==> config.mk <==
export PLATFORM = sky130hd
export DESIGN_NAME = diff_drive_wheel_speed_p_control
export DESIGN_NICKNAME = d
export VERILOG_FILES = /design/src/design/ddwsp_pkg.sv /design/src/design/ddwsp_ctrl.sv /design/src/design/ddwsp_dpath.sv /design/src/design/diff_drive_wheel_speed_p_control.sv
export SDC_FILE = /design/constraint.sdc
export NUM_CORES = 2
export LEC_CHECK = 0
export ABC_AREA = 1
export BUFFER_PORTS_ARGS = -buffer_cell sky130_fd_sc_hd__buf_4
export CAP_MARGIN = 0
export CORE_ASPECT_RATIO = 0.75
export CORE_UTILIZATION = 64
export CTS_CLUSTER_DIAMETER = 100
export DETAILED_ROUTE_END_ITERATION = 6
export MAX_ROUTING_LAYER = met4
export PLACE_DENSITY = 0.8
export REMOVE_ABC_BUFFERS = 1
export SETUP_SLACK_MARGIN = 0.5
export SYNTH_ARGS = -nofsm -noshare
export SYNTH_HDL_FRONTEND = slang
export SYNTH_SLANG_ARGS = --single-unit
==> constraint.sdc <==
create_clock -name i_clk -period 9 [get_ports i_clk]
set_clock_uncertainty 0.2 [all_clocks]
set_input_delay 0.9 -clock i_clk [delete_from_list [all_inputs] [get_ports i_clk]]
set_output_delay 0.9 -clock i_clk [all_outputs]
set_load 0.02 [all_outputs]
==> src/design/ddwsp_pkg.sv <==
// ddwsp_pkg: shared widths, reset values, register and multiplier step codes
// for the wheel speed controller. No dependencies.
// Used by ddwsp_ctrl, ddwsp_dpath and diff_drive_wheel_speed_p_control.
package ddwsp_pkg;

    localparam int ENCODER_BITS_DEF = 12;
    localparam int DUTY_BITS_DEF    = 8;

    localparam int GAIN_W     = 16;
    localparam int DB_W       = 7;
    localparam int COEF_W     = 18;
    localparam int LIMIT_W    = 12;
    localparam int STICK_W    = 8;
    localparam int STEP_OUT_W = 13;
    localparam int PROD_FRAC  = 24;

    localparam int CFG_IDX_W  = 3;
    localparam int CFG_DATA_W = 18;

    localparam logic [CFG_IDX_W-1:0] CFG_GAIN_P         = 3'd0;
    localparam logic [CFG_IDX_W-1:0] CFG_STICK_DEADBAND = 3'd1;
    localparam logic [CFG_IDX_W-1:0] CFG_FORWARD_COEF   = 3'd2;
    localparam logic [CFG_IDX_W-1:0] CFG_TURN_COEF      = 3'd3;
    localparam logic [CFG_IDX_W-1:0] CFG_SPEED_COEF     = 3'd4;
    localparam logic [CFG_IDX_W-1:0] CFG_UNWRAP_LIMIT   = 3'd5;

    localparam logic [GAIN_W-1:0]  GAIN_P_RST         = 16'd256;
    localparam logic [DB_W-1:0]    STICK_DEADBAND_RST = 7'd10;
    localparam logic [COEF_W-1:0]  FORWARD_COEF_RST   = 18'd1024;
    localparam logic [COEF_W-1:0]  TURN_COEF_RST      = 18'd15061;
    localparam logic [COEF_W-1:0]  SPEED_COEF_RST     = 18'd100531;
    localparam logic [LIMIT_W-1:0] UNWRAP_LIMIT_RST   = 12'd2000;

    localparam int MUL_SEL_W = 3;
    localparam logic [MUL_SEL_W-1:0] MUL_FWD   = 3'd0;
    localparam logic [MUL_SEL_W-1:0] MUL_TURN  = 3'd1;
    localparam logic [MUL_SEL_W-1:0] MUL_SPD_R = 3'd2;
    localparam logic [MUL_SEL_W-1:0] MUL_SPD_L = 3'd3;
    localparam logic [MUL_SEL_W-1:0] MUL_GHI_R = 3'd4;
    localparam logic [MUL_SEL_W-1:0] MUL_GLO_R = 3'd5;
    localparam logic [MUL_SEL_W-1:0] MUL_GHI_L = 3'd6;
    localparam logic [MUL_SEL_W-1:0] MUL_GLO_L = 3'd7;

    localparam int CNT_W = 4;
    localparam logic [CNT_W-1:0] MUL_STEPS = 4'd8;

    typedef struct packed {
        logic                 capture;
        logic                 prep;
        logic                 mul_en;
        logic [MUL_SEL_W-1:0] mul_sel;
        logic                 out_load;
        logic                 out_zero;
    } t_dp_cmd;

endpackage

==> src/design/ddwsp_ctrl.sv <==
// ddwsp_ctrl: sequencer for one control tick (capture, unwrap, eight multiplies,
// result load) and the output word handshake. Depends on ddwsp_pkg.
module ddwsp_ctrl (
    input  logic                i_clk,
    input  logic                i_rst_n,
    input  logic                i_in_valid,
    output logic                o_in_ready,
    output logic                o_out_valid,
    input  logic                i_out_ready,
    output ddwsp_pkg::t_dp_cmd  o_cmd
);

    localparam logic [1:0] S_IDLE = 2'd0;
    localparam logic [1:0] S_PREP = 2'd1;
    localparam logic [1:0] S_MUL  = 2'd2;
    localparam logic [1:0] S_DONE = 2'd3;

    logic [1:0]                  r_state, n_state;
    logic [ddwsp_pkg::CNT_W-1:0] r_cnt, n_cnt;
    logic                        r_primed, n_primed;
    logic                        r_zero, n_zero;
    logic                        r_out_valid, n_out_valid;
    logic                        w_accept;
    logic                        w_out_free;

    assign o_in_ready  = (r_state == S_IDLE);
    assign o_out_valid = r_out_valid;
    assign w_accept    = i_in_valid && o_in_ready;
    assign w_out_free  = !r_out_valid || i_out_ready;

    always_comb begin
        o_cmd          = '0;
        o_cmd.capture  = w_accept;
        o_cmd.prep     = (r_state == S_PREP);
        o_cmd.mul_en   = (r_state == S_MUL) && (r_cnt != ddwsp_pkg::MUL_STEPS);
        o_cmd.mul_sel  = r_cnt[ddwsp_pkg::MUL_SEL_W-1:0];
        o_cmd.out_load = (r_state == S_DONE) && w_out_free;
        o_cmd.out_zero = r_zero;
    end

    always_comb begin
        n_state     = r_state;
        n_cnt       = r_cnt;
        n_primed    = r_primed;
        n_zero      = r_zero;
        n_out_valid = r_out_valid;
        if (r_out_valid && i_out_ready) begin
            n_out_valid = 1'b0;
        end
        case (r_state)
            S_IDLE: begin
                if (w_accept) begin
                    n_state = S_PREP;
                end
            end
            S_PREP: begin
                n_cnt    = '0;
                n_zero   = !r_primed;
                n_primed = 1'b1;
                n_state  = r_primed ? S_MUL : S_DONE;
            end
            S_MUL: begin
                if (r_cnt == ddwsp_pkg::MUL_STEPS) begin
                    n_state = S_DONE;
                end else begin
                    n_cnt = r_cnt + 1'b1;
                end
            end
            S_DONE: begin
                if (w_out_free) begin
                    n_out_valid = 1'b1;
                    n_state     = S_IDLE;
                end
            end
            default: begin
                n_state = S_IDLE;
            end
        endcase
    end

    always_ff @(posedge i_clk) begin
        if (!i_rst_n) begin
            r_state     <= S_IDLE;
            r_cnt       <= '0;
            r_primed    <= 1'b0;
            r_zero      <= 1'b0;
            r_out_valid <= 1'b0;
        end else begin
            r_state     <= n_state;
            r_cnt       <= n_cnt;
            r_primed    <= n_primed;
            r_zero      <= n_zero;
            r_out_valid <= n_out_valid;
        end
    end

    a_accept_to_prep: assert property (@(posedge i_clk) disable iff (!i_rst_n)
        w_accept |=> r_state == S_PREP)
        else $error("accepted word did not enter unwrap step");

    a_first_tick_skips: assert property (@(posedge i_clk) disable iff (!i_rst_n)
        (r_state == S_PREP && !r_primed) |=> (r_state == S_DONE && r_zero))
        else $error("priming tick did not go straight to result");

    a_mul_done: assert property (@(posedge i_clk) disable iff (!i_rst_n)
        (r_state == S_MUL && r_cnt == ddwsp_pkg::MUL_STEPS) |=> r_state == S_DONE)
        else $error("multiply sequence overran");

    a_load_sets_valid: assert property (@(posedge i_clk) disable iff (!i_rst_n)
        o_cmd.out_load |=> r_out_valid)
        else $error("result load lost");

    a_no_overwrite: assert property (@(posedge i_clk) disable iff (!i_rst_n)
        o_cmd.out_load |-> (!r_out_valid || i_out_ready))
        else $error("pending result overwritten");

endmodule

==> src/design/ddwsp_dpath.sv <==
// ddwsp_dpath: config registers, encoder unwrap, stick deadband, shared signed
// multiplier with accumulate, and duty split into the output word registers.
// Depends on ddwsp_pkg; driven by commands from ddwsp_ctrl.
module ddwsp_dpath #(
    parameter int ENCODER_BITS = ddwsp_pkg::ENCODER_BITS_DEF,
    parameter int DUTY_BITS    = ddwsp_pkg::DUTY_BITS_DEF
) (
    input  logic                                   i_clk,
    input  logic                                   i_rst_n,
    input  ddwsp_pkg::t_dp_cmd                     i_cmd,
    input  logic                                   i_cfg_wr_en,
    input  logic [ddwsp_pkg::CFG_IDX_W-1:0]        i_cfg_idx,
    input  logic [ddwsp_pkg::CFG_DATA_W-1:0]       i_cfg_wdata,
    input  logic [ENCODER_BITS-1:0]                i_right_reading,
    input  logic [ENCODER_BITS-1:0]                i_left_reading,
    input  logic signed [ddwsp_pkg::STICK_W-1:0]   i_stick_lx,
    input  logic signed [ddwsp_pkg::STICK_W-1:0]   i_stick_ly,
    input  logic signed [ddwsp_pkg::STICK_W-1:0]   i_stick_rx,
    input  logic                                   i_pad_connected,
    output logic [DUTY_BITS-1:0]                   o_right_fwd_duty,
    output logic [DUTY_BITS-1:0]                   o_right_rev_duty,
    output logic [DUTY_BITS-1:0]                   o_left_fwd_duty,
    output logic [DUTY_BITS-1:0]                   o_left_rev_duty,
    output logic signed [ddwsp_pkg::STEP_OUT_W-1:0] o_right_step,
    output logic signed [ddwsp_pkg::STEP_OUT_W-1:0] o_left_step
);

    localparam int SW    = ENCODER_BITS + 1;
    localparam int DW    = ((ENCODER_BITS > ddwsp_pkg::LIMIT_W) ?
                            ENCODER_BITS : ddwsp_pkg::LIMIT_W) + 2;
    localparam int EW    = ddwsp_pkg::COEF_W + SW + 2;
    localparam int LO_W  = ddwsp_pkg::COEF_W;
    localparam int HI_W  = EW - LO_W;
    localparam int MA    = ddwsp_pkg::COEF_W + 1;
    localparam int MB    = (HI_W > ddwsp_pkg::GAIN_W + 1) ? HI_W : ddwsp_pkg::GAIN_W + 1;
    localparam int MP    = MA + MB;
    localparam int PW    = EW + ddwsp_pkg::GAIN_W + 1;
    localparam int MAG_W = PW - ddwsp_pkg::PROD_FRAC;
    localparam int SK    = ddwsp_pkg::STICK_W;

    localparam logic [DW-1:0]    ENC_MOD  = DW'(1) << ENCODER_BITS;
    localparam logic [MAG_W-1:0] DUTY_MAX = MAG_W'((1 << DUTY_BITS) - 1);

    // config registers
    logic [ddwsp_pkg::GAIN_W-1:0]  r_gain;
    logic [ddwsp_pkg::DB_W-1:0]    r_db;
    logic [ddwsp_pkg::COEF_W-1:0]  r_fwd_coef;
    logic [ddwsp_pkg::COEF_W-1:0]  r_turn_coef;
    logic [ddwsp_pkg::COEF_W-1:0]  r_spd_coef;
    logic [ddwsp_pkg::LIMIT_W-1:0] r_limit;

    // captured word
    logic [ENCODER_BITS-1:0] r_rr, r_lr;
    logic signed [SK-1:0]    r_lx, r_ly, r_rx;
    logic                    r_pad;

    // tick state and working registers
    logic [ENCODER_BITS-1:0] r_prev_r, r_prev_l;
    logic signed [SW-1:0]    r_sr, r_sl;
    logic signed [SK-1:0]    r_fcmd, r_tcmd;
    logic signed [EW-1:0]    r_fpart, r_tpart, r_err_r, r_err_l;
    logic signed [PW-1:0]    r_hi, r_prod_r, r_prod_l;

    // shared multiplier
    logic signed [MA-1:0]              w_a;
    logic signed [MB-1:0]              w_b;
    logic signed [MP-1:0]              r_prod;
    logic [ddwsp_pkg::MUL_SEL_W-1:0]   r_psel;
    logic                              r_pv;

    logic [2*DUTY_BITS-1:0] w_duty_r, w_duty_l;

    function automatic logic signed [SW-1:0] f_unwrap(
        input logic [ENCODER_BITS-1:0]         now,
        input logic [ENCODER_BITS-1:0]         before_val,
        input logic [ddwsp_pkg::LIMIT_W-1:0]   lim
    );
        logic signed [DW-1:0] d;
        logic signed [DW-1:0] l;
        d = $signed(DW'(now)) - $signed(DW'(before_val));
        l = $signed(DW'(lim));
        if (d < -l) begin
            d = d + $signed(ENC_MOD);
        end else if (d > l) begin
            d = d - $signed(ENC_MOD);
        end
        return SW'(d);
    endfunction

    function automatic logic f_past_db(
        input logic signed [SK-1:0]          v,
        input logic [ddwsp_pkg::DB_W-1:0]    db
    );
        logic signed [SK:0] x;
        logic signed [SK:0] t;
        x = $signed({v[SK-1], v});
        t = $signed((SK+1)'(db));
        return (x >= t) || (x <= -t);
    endfunction

    function automatic logic [2*DUTY_BITS-1:0] f_duty(
        input logic signed [PW-1:0] p,
        input logic                 flip
    );
        logic                 neg;
        logic [PW-1:0]        mag;
        logic [MAG_W-1:0]     sh;
        logic [DUTY_BITS-1:0] d;
        neg = p[PW-1];
        mag = neg ? $unsigned(-p) : $unsigned(p);
        sh  = mag[PW-1:ddwsp_pkg::PROD_FRAC];
        d   = (sh > DUTY_MAX) ? DUTY_MAX[DUTY_BITS-1:0] : sh[DUTY_BITS-1:0];
        if (neg ^ flip) begin
            return {{DUTY_BITS{1'b0}}, d};
        end else begin
            return {d, {DUTY_BITS{1'b0}}};
        end
    endfunction

    always_ff @(posedge i_clk) begin
        if (!i_rst_n) begin
            r_gain      <= ddwsp_pkg::GAIN_P_RST;
            r_db        <= ddwsp_pkg::STICK_DEADBAND_RST;
            r_fwd_coef  <= ddwsp_pkg::FORWARD_COEF_RST;
            r_turn_coef <= ddwsp_pkg::TURN_COEF_RST;
            r_spd_coef  <= ddwsp_pkg::SPEED_COEF_RST;
            r_limit     <= ddwsp_pkg::UNWRAP_LIMIT_RST;
        end else if (i_cfg_wr_en) begin
            case (i_cfg_idx)
                ddwsp_pkg::CFG_GAIN_P: begin
                    r_gain <= i_cfg_wdata[ddwsp_pkg::GAIN_W-1:0];
                end
                ddwsp_pkg::CFG_STICK_DEADBAND: begin
                    r_db <= i_cfg_wdata[ddwsp_pkg::DB_W-1:0];
                end
                ddwsp_pkg::CFG_FORWARD_COEF: begin
                    r_fwd_coef <= i_cfg_wdata[ddwsp_pkg::COEF_W-1:0];
                end
                ddwsp_pkg::CFG_TURN_COEF: begin
                    r_turn_coef <= i_cfg_wdata[ddwsp_pkg::COEF_W-1:0];
                end
                ddwsp_pkg::CFG_SPEED_COEF: begin
                    r_spd_coef <= i_cfg_wdata[ddwsp_pkg::COEF_W-1:0];
                end
                ddwsp_pkg::CFG_UNWRAP_LIMIT: begin
                    r_limit <= i_cfg_wdata[ddwsp_pkg::LIMIT_W-1:0];
                end
                default: begin
                end
            endcase
        end
    end

    always_ff @(posedge i_clk) begin
        if (i_cmd.capture) begin
            r_rr  <= i_right_reading;
            r_lr  <= i_left_reading;
            r_lx  <= i_stick_lx;
            r_ly  <= i_stick_ly;
            r_rx  <= i_stick_rx;
            r_pad <= i_pad_connected;
        end
    end

    always_ff @(posedge i_clk) begin
        if (!i_rst_n) begin
            r_prev_r <= '0;
            r_prev_l <= '0;
        end else if (i_cmd.prep) begin
            r_prev_r <= r_rr;
            r_prev_l <= r_lr;
        end
    end

    always_ff @(posedge i_clk) begin
        if (i_cmd.prep) begin
            r_sr   <= f_unwrap(r_rr, r_prev_r, r_limit);
            r_sl   <= f_unwrap(r_lr, r_prev_l, r_limit);
            r_fcmd <= (r_pad && f_past_db(r_lx, r_db)) ? r_ly : '0;
            r_tcmd <= (r_pad && f_past_db(r_ly, r_db)) ? r_rx : '0;
        end
    end

    always_comb begin
        w_a = '0;
        w_b = '0;
        case (i_cmd.mul_sel)
            ddwsp_pkg::MUL_FWD: begin
                w_a = $signed(MA'(r_fwd_coef));
                w_b = MB'(r_fcmd);
            end
            ddwsp_pkg::MUL_TURN: begin
                w_a = $signed(MA'(r_turn_coef));
                w_b = MB'(r_tcmd);
            end
            ddwsp_pkg::MUL_SPD_R: begin
                w_a = $signed(MA'(r_spd_coef));
                w_b = MB'(r_sr);
            end
            ddwsp_pkg::MUL_SPD_L: begin
                w_a = $signed(MA'(r_spd_coef));
                w_b = MB'(r_sl);
            end
            ddwsp_pkg::MUL_GHI_R: begin
                w_a = $signed(MA'(r_gain));
                w_b = MB'($signed(r_err_r[EW-1:LO_W]));
            end
            ddwsp_pkg::MUL_GLO_R: begin
                w_a = $signed(MA'(r_err_r[LO_W-1:0]));
                w_b = $signed(MB'(r_gain));
            end
            ddwsp_pkg::MUL_GHI_L: begin
                w_a = $signed(MA'(r_gain));
                w_b = MB'($signed(r_err_l[EW-1:LO_W]));
            end
            ddwsp_pkg::MUL_GLO_L: begin
                w_a = $signed(MA'(r_err_l[LO_W-1:0]));
                w_b = $signed(MB'(r_gain));
            end
            default: begin
            end
        endcase
    end

    always_ff @(posedge i_clk) begin
        if (!i_rst_n) begin
            r_pv <= 1'b0;
        end else begin
            r_pv <= i_cmd.mul_en;
        end
    end

    always_ff @(posedge i_clk) begin
        if (i_cmd.mul_en) begin
            r_prod <= w_a * w_b;
            r_psel <= i_cmd.mul_sel;
        end
    end

    // product of the previous step lands in its accumulator
    always_ff @(posedge i_clk) begin
        if (r_pv) begin
            case (r_psel)
                ddwsp_pkg::MUL_FWD: begin
                    r_fpart <= EW'(r_prod);
                end
                ddwsp_pkg::MUL_TURN: begin
                    r_tpart <= EW'(r_prod);
                end
                ddwsp_pkg::MUL_SPD_R: begin
                    r_err_r <= r_fpart + r_tpart - EW'(r_prod);
                end
                ddwsp_pkg::MUL_SPD_L: begin
                    r_err_l <= r_fpart - r_tpart - EW'(r_prod);
                end
                ddwsp_pkg::MUL_GHI_R, ddwsp_pkg::MUL_GHI_L: begin
                    r_hi <= PW'(r_prod);
                end
                ddwsp_pkg::MUL_GLO_R: begin
                    r_prod_r <= (r_hi <<< LO_W) + PW'(r_prod);
                end
                ddwsp_pkg::MUL_GLO_L: begin
                    r_prod_l <= (r_hi <<< LO_W) + PW'(r_prod);
                end
                default: begin
                end
            endcase
        end
    end

    // right wheel drive is negated
    assign w_duty_r = f_duty(r_prod_r, 1'b1);
    assign w_duty_l = f_duty(r_prod_l, 1'b0);

    always_ff @(posedge i_clk) begin
        if (i_cmd.out_load) begin
            if (i_cmd.out_zero) begin
                o_right_fwd_duty <= '0;
                o_right_rev_duty <= '0;
                o_left_fwd_duty  <= '0;
                o_left_rev_duty  <= '0;
                o_right_step     <= '0;
                o_left_step      <= '0;
            end else begin
                o_right_fwd_duty <= w_duty_r[2*DUTY_BITS-1:DUTY_BITS];
                o_right_rev_duty <= w_duty_r[DUTY_BITS-1:0];
                o_left_fwd_duty  <= w_duty_l[2*DUTY_BITS-1:DUTY_BITS];
                o_left_rev_duty  <= w_duty_l[DUTY_BITS-1:0];
                o_right_step     <= ddwsp_pkg::STEP_OUT_W'(r_sr);
                o_left_step      <= ddwsp_pkg::STEP_OUT_W'(r_sl);
            end
        end
    end

endmodule

==> src/design/diff_drive_wheel_speed_p_control.sv <==
// Differential-drive proportional wheel speed controller. One input word per control
// tick: two absolute encoder readings, three stick axes and a pad-present flag; one
// output word: forward/reverse PWM duties per wheel and the unwrapped encoder steps.
// The first word after reset only primes the stored readings. It returns all zeros.
// Every later word passes from acceptance through an unwrap step, eight passes
// through one shared 19 x 17 bit signed multiplier (speed, target and gain products,
// the gain product in two halves), a step for the last product to land, a result
// step and an idle step in which the next word is taken. A finished word waits in
// the output register while the next input word is taken. If that register is still
// full when the next result is ready, the block holds in its result step and does
// not accept input. Configuration registers are written through a plain write port
// with indexes 0 gain_p, 1 stick_deadband, 2 forward_coef, 3 turn_coef,
// 4 speed_coef, 5 unwrap_limit; other indexes are ignored. Depends on ddwsp_pkg,
// ddwsp_ctrl and ddwsp_dpath.
module diff_drive_wheel_speed_p_control #(
    parameter int ENCODER_BITS = ddwsp_pkg::ENCODER_BITS_DEF,
    parameter int DUTY_BITS    = ddwsp_pkg::DUTY_BITS_DEF
) (
    input  logic                                    i_clk,
    input  logic                                    i_rst_n,
    input  logic                                    i_cfg_wr_en,
    input  logic [ddwsp_pkg::CFG_IDX_W-1:0]         i_cfg_idx,
    input  logic [ddwsp_pkg::CFG_DATA_W-1:0]        i_cfg_wdata,
    input  logic                                    i_in_valid,
    output logic                                    o_in_ready,
    input  logic [ENCODER_BITS-1:0]                 i_right_reading,
    input  logic [ENCODER_BITS-1:0]                 i_left_reading,
    input  logic signed [ddwsp_pkg::STICK_W-1:0]    i_stick_lx,
    input  logic signed [ddwsp_pkg::STICK_W-1:0]    i_stick_ly,
    input  logic signed [ddwsp_pkg::STICK_W-1:0]    i_stick_rx,
    input  logic                                    i_pad_connected,
    output logic                                    o_out_valid,
    input  logic                                    i_out_ready,
    output logic [DUTY_BITS-1:0]                    o_right_fwd_duty,
    output logic [DUTY_BITS-1:0]                    o_right_rev_duty,
    output logic [DUTY_BITS-1:0]                    o_left_fwd_duty,
    output logic [DUTY_BITS-1:0]                    o_left_rev_duty,
    output logic signed [ddwsp_pkg::STEP_OUT_W-1:0] o_right_step,
    output logic signed [ddwsp_pkg::STEP_OUT_W-1:0] o_left_step
);

    ddwsp_pkg::t_dp_cmd w_cmd;

    ddwsp_ctrl u_ctrl (
        .i_clk       (i_clk),
        .i_rst_n     (i_rst_n),
        .i_in_valid  (i_in_valid),
        .o_in_ready  (o_in_ready),
        .o_out_valid (o_out_valid),
        .i_out_ready (i_out_ready),
        .o_cmd       (w_cmd)
    );

    ddwsp_dpath #(
        .ENCODER_BITS (ENCODER_BITS),
        .DUTY_BITS    (DUTY_BITS)
    ) u_dpath (
        .i_clk            (i_clk),
        .i_rst_n          (i_rst_n),
        .i_cmd            (w_cmd),
        .i_cfg_wr_en      (i_cfg_wr_en),
        .i_cfg_idx        (i_cfg_idx),
        .i_cfg_wdata      (i_cfg_wdata),
        .i_right_reading  (i_right_reading),
        .i_left_reading   (i_left_reading),
        .i_stick_lx       (i_stick_lx),
        .i_stick_ly       (i_stick_ly),
        .i_stick_rx       (i_stick_rx),
        .i_pad_connected  (i_pad_connected),
        .o_right_fwd_duty (o_right_fwd_duty),
        .o_right_rev_duty (o_right_rev_duty),
        .o_left_fwd_duty  (o_left_fwd_duty),
        .o_left_rev_duty  (o_left_rev_duty),
        .o_right_step     (o_right_step),
        .o_left_step      (o_left_step)
    );

endmodule

==> run_results.csv <==
group,metric,value,unit
run_status,status,"completed",
placed_design,dpl.hpwl,101,mm
global_routing,grt.overflow.total,0,
sta,fmax,121,MHz
clock_tree,cts.clk_slew.worst_paths,0.07,ns
global_routing,busiest_layer,"met1",
die,core,65600,um2
die,die_h,226,um
critical_path,cp-endpoint,"u_dpath.r_prod[30]",
die,num_rows,81,
sta,fin_crit_sh,91.6,%
min_path,holdPathStages,1,
critical_path,r2r_setup_slack,0.76,ns
global_routing,grtUsageMet2,52.4,%
clock_tree,htreeDepth,2,
placed_design,gp_congestion,1.06,
drt,route.detailed.drc,0,
synthesis,yosysTopAreaCell,"edfxtp_1",
synthesis,synth.most_common_cell,"inv_1",
global_routing,grt_use_total,38.8,%
placed_design,port_buffers,134,
clock_tree,cts.sinks,575,
die,start_util,65.1,%
final_layout,area_delta_synth_final,9.98,%
clock_tree,cts-root-buf,"clkbuf_16",
die,die_w,300,um
critical_path,reg2reg_from,"u_ctrl.r_cnt[1]",
critical_path,path_buf_inv,7,
synthesis,synthTopCellsByArea,"edfxtp_1 (32%), fa_1 (14%), ha_1 (10%)",
drt,vias,34358,
synthesis,synthFlopType,"edfxtp_1",
drt,drt_iter0_drc,3937,
sta,finalSetupTns,0,ns
synthesis,ys_seq_area_share,37.5,%
synthesis,synth_cell_types,54,
sta,rsz0062_at_grt,"yes",
global_routing,antenna_found_initial,6,
synthesis,synth_async_sr_flop_share,0,%
critical_path,critPathTopFamily,"adder cells",
synthesis,netlist_top_cells_count,"inv_1 (906), nand2_1 (794), nor2_1 (619)",
synthesis,avgSynthCellArea,8.91,um2
sta,finalSetupViolCount,0,
drt,dr.pass1.iters,7,
final_layout,layout-drive-gt1-share,7.09,%
critical_path,cp-start-kind,"flip-flop",
synthesis,synthesis.area,42700,um2
final_layout,fin_nets,5692,
clock_tree,clock_path_buffers,3,
critical_path,required,9.16,ns
critical_path,cp.arrival,8.41,ns
die,io_pins,135,
global_routing,grt_max_degree,95,
global_routing,use_met3,12.5,%
sta,hold_violations,0,
drt,finalWirelength,127,mm
critical_path,rr_endpoint,"u_dpath.r_prod[30]",
synthesis,synth_top_area_share,31.8,%
critical_path,critPathCaptureType,"flip-flop",
critical_path,crit_path_top_delay_cell,"fa_1",
global_routing,grt_pass1_wl,191,mm
critical_path,cp_slowest_stage_delay,0.59,ns
synthesis,synthCells,4793,
clock_tree,cts_buffers,52,
min_path,hold_class,"input pin to flip-flop",
critical_path,path_max_fanout,18,
sta,tightestPinTransition,1.06,ns
global_routing,grt_util_met1,56.3,%
critical_path,reg2reg_depth,26,
sta,slew_headroom,28.9,%
clock_tree,tritoncts,"built",
clock_tree,holdBufCountCts,0,
synthesis,ys_seq_elements,575,
drt,vias_per_cell,5.84,
critical_path,cp.depth,26,
drt,wl_per_cell,21.6,um
synthesis,synth_warnings,0,
sta,min_period,8.24,ns
critical_path,critPathLaunch,"u_ctrl.r_cnt[1]",
global_routing,grt_pass1_vias,32321,
clock_tree,insertion_delay,0.62,ns
sta,slew_viol_final,0,
die,dieArea,67800,um2
critical_path,crit_type,"flip-flop to flip-flop",
drt,antenna_left,0,
synthesis,synth-edff-count,452,
run,max_cap_viol_count,0,
==> state kept, by name, indices dropped and copies added, names as in the netlist, 32 cells and up <==
register and count:
u_dpath.r_err_r 33, u_dpath.r_prod 36, u_dpath.r_prod_l 50, u_dpath.r_hi 32
u_dpath.r_tpart 33, u_dpath.r_prod_r 50, u_dpath.r_err_l 33, u_dpath.r_fpart 33
==> what timing repair did <==
action | 4_1_cts | 5_1_grt
buffers inserted | 2 | 20
gates resized for setup | 2 | 30
cloned | 0 | 0
setup endpoints to repair | 5 | 18
==> per-stage QoR <==
| step | hold slack [ns] | instance area [um2] | instances | worst slack (ns) | utilization, % |
|---|---|---|---|---|---|
| 6_report | 0.247 | 47000 | 5885 | 0.758 | 71.6 |
| 5_1_grt | 0.230 | 47000 | 5884 | 0.474 | 71.6 |
| 4_1_cts | 0.229 | 46700 | 5859 | 0.535 | 71.2 |
| 3_5_place_dp | 0.247 | 44800 | 5761 | 0.360 | 68.4 |
| 3_3_place_gp | 0.240 | 44800 | 5761 | 0.462 | 68.4 |
| 2_1_floorplan | 0.229 | 42300 | 4705 | 1.03 | - |
==> area by class of cell <==
cell class / count / area (um2)
diodes: 6 / 15.0
clock buffers: 70 / 1470
clock inverters: 26 / 365
fillers: 5024 / 18600
inverters: 921 / 3490
multi-input cells: 3209 / 22900
flip-flops and latches: 575 / 16000
well taps: 871 / 1090
repair buffers: 207 / 1580
==> cells by family after synthesis <==
logic type                 synth area share, %
buffers and inverters                     9.02
adders and majority gates                 24.5
AOI/OAI and AO/OA                         9.14
DFF                                       37.5
xor gates and xnor gates                  3.77
and+or+nand+nor                           16.1
==> metal layers <==
layer	up-vias	wire length, um
li1	15824	-
met1	16370	55600
met2	1939	51500
met3	225	16800
met4	0	3240
met5	-	0
==> cell usage in the layout, fill, tap and decap left out, drive strengths merged, types with 139 or more instances in the layout <==
cell type	count
a21oi	263
nand2	795
nand3	162
edfxtp	452
nor2	624
ha	345
o21ai	227
inv	906
buf	207
xor2	139
fa	306
==> worst min path at each step <==
stage	startpoint	endpoint	slack (ns)
floorplan	u_dpath.r_turn_coef[10]	u_dpath.r_turn_coef[10]	0.23
global placement	u_dpath.r_turn_coef[7]	u_dpath.r_turn_coef[7]	0.24
detailed placement	u_dpath.r_spd_coef[4]	u_dpath.r_spd_coef[4]	0.25
CTS	i_left_reading[11]	u_dpath.r_lr[11]	0.23
global route	i_stick_rx[2]	u_dpath.r_rx[2]	0.23
finish	i_stick_lx[4]	u_dpath.r_lx[4]	0.25
Power is not shown: default switching activity piles up to over one toggle a cycle in this logic, so the estimate is an artifact.
